## src/design/cei_pkg.sv

```systemverilog
// ----------------------------------------------------------------------------
// cei_pkg
// Shared types and constants of the cusp equivalence index table.
// ----------------------------------------------------------------------------
`timescale 1ns / 1ps
`default_nettype none

package cei_pkg;

  localparam int LIST_CAPACITY_DEF = 256;

  localparam int NUM_W     = 32;
  localparam int DEN_W     = 31;
  localparam int LEVEL_W   = 31;
  localparam int IDX_W     = 10;
  localparam int CFG_IDX_W = 2;
  localparam int CFG_W     = 31;
  localparam int MODE_W    = 2;

  // signed numerator with room for negation, and Bezout coefficient width
  localparam int SNUM_W = NUM_W + 1;
  localparam int COEF_W = NUM_W + 2;

  localparam int ARITH_W = 64;
  localparam int ACNT_W  = $clog2(ARITH_W);

  localparam int QUEUE_DEPTH = 2;

  localparam logic [CFG_IDX_W-1:0] REG_LEVEL = 2'd0;
  localparam logic [CFG_IDX_W-1:0] REG_PLUS  = 2'd1;
  localparam logic [CFG_IDX_W-1:0] REG_MODE  = 2'd2;

  localparam logic [MODE_W-1:0] MODE_PLAIN = 2'd0;
  localparam logic [MODE_W-1:0] MODE_MINUS = 2'd1;
  localparam logic [MODE_W-1:0] MODE_SELF  = 2'd2;

  localparam logic OP_DIV = 1'b0;
  localparam logic OP_MUL = 1'b1;

  typedef struct packed {
    logic [NUM_W-1:0]  num;
    logic [DEN_W-1:0]  den;
    logic [MODE_W-1:0] mode;
    logic              plus;
  } item_t;

  typedef struct packed {
    logic               start;
    logic               op;
    logic [ARITH_W-1:0] a;
    logic [ARITH_W-1:0] b;
  } arith_req_t;

  typedef struct packed {
    logic               done;
    logic [ARITH_W-1:0] quo;
    logic [ARITH_W-1:0] rem;
    logic [ARITH_W-1:0] prod;
  } arith_rsp_t;

endpackage

`default_nettype wire

```

## src/design/cei_front.sv

```systemverilog
// ----------------------------------------------------------------------------
// cei_front
// Input side: accepts cusps, tags each with its indexing mode and plus flag,
// and queues them for the back end.
// ----------------------------------------------------------------------------
`timescale 1ns / 1ps
`default_nettype none

module cei_front (
  input  wire logic                          clk,
  input  wire logic                          rst,
  input  wire logic                          push,
  output logic                               full,
  input  wire logic [cei_pkg::NUM_W-1:0]     cusp_num,
  input  wire logic [cei_pkg::DEN_W-1:0]     cusp_den,
  input  wire logic                          plus_mode,
  input  wire logic [cei_pkg::MODE_W-1:0]    index_mode,
  output cei_pkg::item_t                     head,
  output logic                               head_valid,
  input  wire logic                          head_pop
);

  localparam int DEPTH = cei_pkg::QUEUE_DEPTH;
  localparam int PTR_W = $clog2(DEPTH);
  localparam int CNT_W = $clog2(DEPTH + 1);

  cei_pkg::item_t slots [DEPTH];
  logic [PTR_W-1:0] wr_ptr;
  logic [PTR_W-1:0] rd_ptr;
  logic [CNT_W-1:0] cnt;

  cei_pkg::item_t         item_in;
  logic [cei_pkg::MODE_W-1:0] mode_n;
  logic                   do_push;
  logic                   do_pop;

  always_comb begin
    if (index_mode == cei_pkg::MODE_MINUS || index_mode == cei_pkg::MODE_SELF) begin
      mode_n = index_mode;
    end else begin
      mode_n = cei_pkg::MODE_PLAIN;
    end
    item_in.num  = cusp_num;
    item_in.den  = cusp_den;
    item_in.mode = mode_n;
    item_in.plus = (mode_n == cei_pkg::MODE_PLAIN) && plus_mode;
  end

  assign full       = (cnt == CNT_W'(DEPTH));
  assign head_valid = (cnt != '0);
  assign head       = slots[rd_ptr];
  assign do_push    = push && !full;
  assign do_pop     = head_pop && head_valid;

  always_ff @(posedge clk) begin
    if (rst) begin
      wr_ptr <= '0;
      rd_ptr <= '0;
      cnt    <= '0;
    end else begin
      if (do_push) begin
        wr_ptr <= (wr_ptr == PTR_W'(DEPTH - 1)) ? '0 : wr_ptr + 1'b1;
      end
      if (do_pop) begin
        rd_ptr <= (rd_ptr == PTR_W'(DEPTH - 1)) ? '0 : rd_ptr + 1'b1;
      end
      if (do_push && !do_pop) begin
        cnt <= cnt + 1'b1;
      end else if (do_pop && !do_push) begin
        cnt <= cnt - 1'b1;
      end
    end
  end

  always_ff @(posedge clk) begin
    if (do_push) begin
      slots[wr_ptr] <= item_in;
    end
  end

endmodule

`default_nettype wire

```

## config.mk

```make
export PLATFORM = sky130hd
export DESIGN_NAME = cei_front
export DESIGN_NICKNAME = d
export VERILOG_FILES = /design/src/design/cei_pkg.sv /design/src/design/cei_front.sv
export SDC_FILE = /design/constraint.sdc
export NUM_CORES = 1
export LEC_CHECK = 0
export ABC_AREA = 1
export ABC_CLOCK_PERIOD_IN_PS = 10000
export BUFFER_PORTS_ARGS = -buffer_cell sky130_fd_sc_hd__clkbuf_2
export CAP_MARGIN = 20
export CORE_ASPECT_RATIO = 0.7
export CORE_MARGIN = 10
export CORE_UTILIZATION = 42
export DETAILED_ROUTE_END_ITERATION = 6
export GPL_ROUTABILITY_DRIVEN = 0
export GPL_TIMING_DRIVEN = 0
export HOLD_SLACK_MARGIN = 0.12
export PLACE_DENSITY = 0.73
export SLEW_MARGIN = 15
export SYNTH_ARGS = -nofsm -noshare
export SYNTH_HDL_FRONTEND = slang
export SYNTH_SLANG_ARGS = --single-unit
export TNS_END_PERCENT = 50
```

## constraint.sdc

```tcl
create_clock -name clk -period 10 [get_ports clk]
set_clock_uncertainty 0.15 [all_clocks]
set_input_delay 0.5 -clock clk [delete_from_list [all_inputs] [get_ports clk]]
set_output_delay 0.5 -clock clk [all_outputs]
set_load 0.005 [all_outputs]
```

==> results of run 1 <==
-- cell usage in the layout (no fill, tap or decap) --
master / n
inv_6: 1
a21oi_1: 2
buf_12: 3
edfxtp_1: 132
nor2_1: 6
clkinv_4: 2
clkbuf_2: 137
clkinv_1: 3
inv_1: 11
nor2_4: 2
buf_6: 5
clkinvlp_4: 2
mux2_4: 40
clkbuf_1: 2
bufinv_16: 3
nand2_1: 8
buf_2: 2
dfxtp_1: 5
ha_1: 3
clkinv_2: 2
nand3_1: 2
o21ai_0: 2
buf_16: 1
mux2_2: 26
o21ai_1: 1
nand4_1: 1
clkbuf_16: 17
dlygate4sd3_1: 13
-- per-layer routing --
metal  track usage, %  up-vias  part of all wire (%)
met5                0        -                     0
li1                 -     1306                     -
met2             18.6       97                    47
met3             6.02        8                   8.2
met1             14.1     1338                    44
met4             4.75        0                  0.81
-- critical path, delay by kind of cell (launching register included) --
family | cells | cell delay, ns
flip-flops | 1 | 0.35
buffers and inverters | 3 | 0.53
multiplexers | 1 | 0.31
-- what timing repair did --
action | in CTS | in global routing
setup buffers | 0 | 0
hold buffers | 12 | 1
hold endpoints to repair | 23 | 2
-- power by group through the flow --
stage / Sequential (uW) / Combinational, uW / Clock (uW)
after floorplan: 761 / 231 / 0
after global placement: 768 / 371 / 0
after detailed placement: 759 / 399 / 0
after CTS: 747 / 404 / 625
after global routing: 754 / 432 / 650
final: 746 / 394 / 610
-- how the worst max path moves through the flow --
stage / from / depth (start not counted) / slack [ns] / end
finish: flip-flop / 4 / 7.75 / head[39]
CTS: flip-flop / 4 / 7.70 / head[39]
detailed placement: push / 4 / 7.88 / slots[1][19]
global placement: push / 3 / 4.34 / slots[0][21]
global route: flip-flop / 4 / 7.66 / head[39]
floorplan: push / 2 / 6.00 / slots[0][0]
-- cell families (layout without fill, tap and decap cells) --
family | Yosys count | in the layout | synth area share, %
compound gates | 5 | 5 | 0.481
fa+ha+maj | 3 | 3 | 0.721
buf+inv | 18 | 204 | 2.07
flops | 137 | 137 | 78.1
mux | 66 | 66 | 17.2
simple gates | 19 | 19 | 1.47
-- state kept, by name, indices dropped and copies added, names as in the netlist, named ones only --
register and count:
wr_ptr 1, cnt 2, slots 132, rd_ptr 1
-- per-stage QoR --
stage,total power (uW),hold WS (ns),utilization (%),worst slack [ns]
after detailed placement,1160,0.359,52.0,7.88
after CTS,1780,0.120,58.0,7.70
after global placement,1140,0.334,51.2,4.34
after floorplan,991,0.315,-,6.00
after global routing,1840,0.120,58.1,7.66
final,1750,0.138,58.1,7.75
-- cell type report --
cell class | count | area [um2]
flip-flops and latches | 137 | 4060
inverters | 11 | 41.3
repair buffers | 154 | 903
clock buffers | 19 | 433
clock inverters | 13 | 153
well taps | 157 | 196
plain buffers | 7 | 66.3
multi-input cells | 93 | 1050
fillers | 922 | 4990
==> results_dict.tcl, run 1 <==
set metrics [dict create \
    stdcell_area_um2 6900 \
    drc 0 \
    synth_edf_count 132 \
    worstPathArrival_ns 1.60 \
    synth_seq_area_share_pct 78.1 \
    crit_required_ns 9.35 \
    rrSetupSlack_ns 8.12 \
    io_buffer_count 137 \
    synth_fp_nets 321 \
    status "finished clean" \
    layout.cells.non_filler 591 \
    yosys.cell_count.top_type "edfxtp_1" \
    drive_above_1_share_pct 56.0 \
    grt_pass1_wl_um 16300 \
    finalSetupViolCount 0 \
    routed_wirelength_um 10400 \
    hold_viol 0 \
    p_per_area_nw_per_um2 253 \
    min_path_cells 1 \
    power.switching_uw 430 \
    clock_sinks 137 \
    synthTopCellsByCount "edfxtp_1, mux2_4, mux2_2, inv_1" \
    synth-seq-cells 137 \
    power.leakage_uw 0.00277 \
    rsz0062_at_grt "false" \
    grt.overflow.total 0 \
    holdCritStartpoint "cusp_den[1]" \
    ys_warn_count 0 \
    cp_max_fo 10 \
    synth_top_area_share_pct 76.2 \
    clockBufferDepth 2 \
    cts_tree "done" \
    ys.flop_type "edfxtp_1" \
    slowest_stage "dfxtp_1" \
    cp_common_cell "buf_6" \
    setup-tns-final_ns 0 \
    vias_per_cell 4.65 \
    ir_drop_v 0.000133 \
    end_kind "primary output" \
    hold_path_class "primary input to flip-flop" \
    timing.rr.start "cnt[1]" \
    slew_viol_final 0 \
    tightest_slew_ns 0.627 \
    pwr-share-seq_pct 42.6 \
    antenna_found_initial 0 \
    netlist_instances 248 \
    area_growth_pct 32.7 \
    ant_nets 0 \
    h-tree-depth 4 \
    numCtsBuffers 17 \
    synth_top_area_cell "edfxtp_1" \
    core_area_um2 11900 \
    rows 33 \
    maxSlewHeadroom_pct 58.1 \
    path_clk_slew_ns 0.06 \
    dpl-instance-area_um2 6190 \
    min_to "slots[1][4]" \
    finalCriticalPeriod_ns 2.25 \
    cts_root_buf "clkbuf_16" \
    ys_types 15 \
    hpwl_um 7530 \
    syn-mean-instance-area_um2 21.0 \
    path_class "flip-flop to primary output" \
    syn_area_um2 5200 \
    drt-initial-drc-count 133 \
    start_util_pct 43.8 \
    grt_pass1_vias 3049 \
    n_antenna_cell 0 \
    vias 2749 \
    max_freq_mhz 445 \
    ff2ff_path_depth 4 \
    async_reset_ff_share_pct 0 \
    die_height_um 113 \
    dieArea_um2 17300 \
    cap_violations 0 \
    synthTopCellsByArea "edfxtp_1, mux2_4, mux2_2, dfxtp_1, buf_6" \
    swShare_pct 24.6 \
    combPwrFrac_pct 22.5 \
    fin_nets 494 \
    place_inst 546 \
    gr-usage-all-layers_pct 12.0 \
    die-width_um 153 \
    critPathLaunchType "flip-flop" \
    ctsResizeCount 0 \
    drtPass1Iterations 4 \
    cp_cell_sequence "buf_6, buf_6, mux2_4, clkbuf_2" \
    io_pins 138 \
    clk_latency_ns 0.40 \
    worst_r2r_endpoint "slots[1][19]" \
    cpPeakStageDelay_ns 0.35 \
    grt_max_degree 28 \
    wl_per_cell_um 17.6 \
    clock_power_share_pct 34.9 \
    finalCritPeriodShare_pct 22.5 \
    p_int_uw 1320 \
]
Power figures use the tool's default switching activity.
==> inputs of run 2 (changes only) <==
ABC_AREA = 0   (was 1)
ABC_CLOCK_PERIOD_IN_PS = 2280   (was 10000)
clock period = 2.28 ns   (was 10 ns; I/O delays follow)
==> results_dict.tcl, run 2 <==
set metrics [dict create \
    status "finished clean" \
    final_common_cell "clkbuf_2" \
    num-fill-cells 866 \
    min_to "slots[0][11]" \
    hold_buffers 71 \
    hold_path_class "primary input to flip-flop" \
    antenna_found_initial 0 \
    timing.rr.start "cnt[0]" \
    synth_edf_count 132 \
    hold_viol 0 \
    stdcell_area_um2 7220 \
    vias_per_cell 4.52 \
    rrSetupSlack_ns 0.26 \
    synth-seq-cells 137 \
    clock_sinks 137 \
    die_height_um 112 \
    rows 33 \
    drt-initial-drc-count 133 \
    syn-mean-instance-area_um2 21.4 \
    final_cell_mix "clkbuf_2, edfxtp_1, dlygate4sd3_1" \
    min_path_cells 2 \
    drive_above_1_share_pct 51.8 \
    cts_root_buf "clkbuf_16" \
    finalSetupViolCount 0 \
    tightest_slew_ns 0.478 \
    h-tree-depth 4 \
    maxSlewHeadroom_pct 68.1 \
    io_buffer_count 137 \
    place_inst 531 \
    top_register "slots" \
    ctsResizeCount 0 \
    hpwl_um 6910 \
    setup-tns-final_ns 0 \
    gr-usage-all-layers_pct 12.7 \
    vias 2866 \
    synthTopCellsByCount "edfxtp_1, mux2_2, dfxtp_1" \
    clockBufferDepth 2 \
    ant_nets 0 \
    synth_fp_nets 308 \
    largest_register_ffs 132 \
    fin_nets 537 \
    worst_r2r_endpoint "slots[0][27]" \
    yosys.cell_count.top_type "edfxtp_1" \
    grt_pass1_wl_um 16600 \
    drtPass1Iterations 4 \
    cpPeakStageDelay_ns 0.43 \
    dieArea_um2 16800 \
    layout.cells.non_filler 634 \
    finalCritPeriodShare_pct 88.7 \
    grt_max_degree 36 \
    rsz0062_at_grt "false" \
    die-width_um 151 \
    power.leakage_uw 0.00279 \
    clk_latency_ns 0.40 \
    p_per_area_nw_per_um2 1040 \
    crit_required_ns 2.22 \
    synth_top_area_cell "edfxtp_1" \
    dpl-instance-area_um2 5960 \
    power.total_uw 7510 \
    synth_seq_area_share_pct 80.8 \
    reg_top3 "slots: 132 flops, cnt: 2 flops" \
    cap_violations 0 \
    slowest_stage "dfxtp_1" \
    slew_viol_final 0 \
    numCtsBuffers 17 \
    worstPathArrival_ns 1.96 \
    holdCritStartpoint "cusp_den[8]" \
    ff2ff_path_depth 4 \
    cts_tree "done" \
    path_clk_slew_ns 0.06 \
    ys.flop_type "edfxtp_1" \
    path_class "flip-flop to flip-flop" \
    n_antenna_cell 0 \
    cts_setup_buffers 0 \
    critPathLaunchType "flip-flop" \
    synth_top_area_share_pct 78.8 \
    routed_wirelength_um 10300 \
    end_kind "flip-flop" \
    ys_warn_count 0 \
    cp_max_fo 35 \
    grt_pass1_vias 3262 \
    syn_area_um2 5030 \
    async_reset_ff_share_pct 0 \
    netlist_instances 235 \
    start_util_pct 42.9 \
    grt.overflow.total 0 \
    finalCriticalPeriod_ns 2.02 \
    drc 0 \
    max_freq_mhz 494 \
    ir_drop_v 0.000893 \
    ys_types 16 \
    io_pins 138 \
    synthTopCellsByArea "edfxtp_1, mux2_2, dfxtp_1, buf_6, ha_1" \
    post-route-util_pct 61.6 \
    wl_per_cell_um 16.2 \
    core_area_um2 11700 \
    cp_cell_sequence "nor2b_2, or3_1, inv_4, buf_12" \
    area_growth_pct 43.6 \
]
==> run 2: cell type report <==
cell class | instances | area, um2 | share of cell area [%]
Tap cell | 157 | 196 | 2.72
Buffer | 7 | 62.6 | 0.866
Clock inverter | 14 | 125 | 1.73
Timing Repair Buffer | 210 | 1440 | 19.9
Clock buffer | 18 | 429 | 5.94
Multi-Input combinational cell | 87 | 890 | 12.3
Sequential cell | 137 | 4060 | 56.3
Inverter | 4 | 17.5 | 0.243
==> run 2: through the flow <==
step | worst slack [ns] | hold slack, ns
after floorplan | -0.387 | 0.0331
after global placement | -1.13 | 0.152
after detailed placement | 0.222 | 0.157
after CTS | 0.218 | 0.267
after global routing | 0.133 | 0.281
final | 0.257 | 0.285
==> run 2: layer usage <==
layer / wire length, um / up-vias / track usage (%) / part of all wire [%]
li1: - / 1388 / - / -
met1: 4070 / 1380 / 14.1 / 40
met2: 5300 / 91 / 21.3 / 51
met3: 867 / 7 / 5.87 / 8.4
met4: 53 / 0 / 3.84 / 0.51
met5: 0 / - / 0 / 0
==> run 2: power by group <==
part | internal [uW] | switching, uW | total, uW | leakage [uW]
Clock | 1500 | 1000 | 2500 | 0.000255
Sequential | 3170 | 86.8 | 3250 | 0.00128
Combinational | 924 | 827 | 1750 | 0.00126
==> run 2: critical path: cells and delay by family, from the launching register on <==
family / cells / cell delay, ns
buf+inv: 2 / 0.64
flops: 1 / 0.43
simple gates: 2 / 0.46
==> run 2: worst max path at each step <==
stage / from / to / slack, ns / cells after the start
2_1_floorplan: cnt[1] / slots[0][0] / -0.39 / 3
3_3_place_gp: cnt[1] / slots[0][42] / -1.13 / 3
3_5_place_dp: cnt[0] / slots[0][23] / 0.22 / 4
4_1_cts: cnt[0] / slots[0][27] / 0.22 / 4
5_1_grt: cnt[0] / slots[0][27] / 0.13 / 4
6_report: cnt[0] / slots[0][27] / 0.26 / 4
==> run 2: kinds of logic after synthesis <==
kind of cell,share of synthesized area (%)
compound gates,0.498
xor+xnor,0.523
fa+ha+maj,0.747
buf+inv,1.54
flops,80.8
mux,14.8
simple gates,1.09
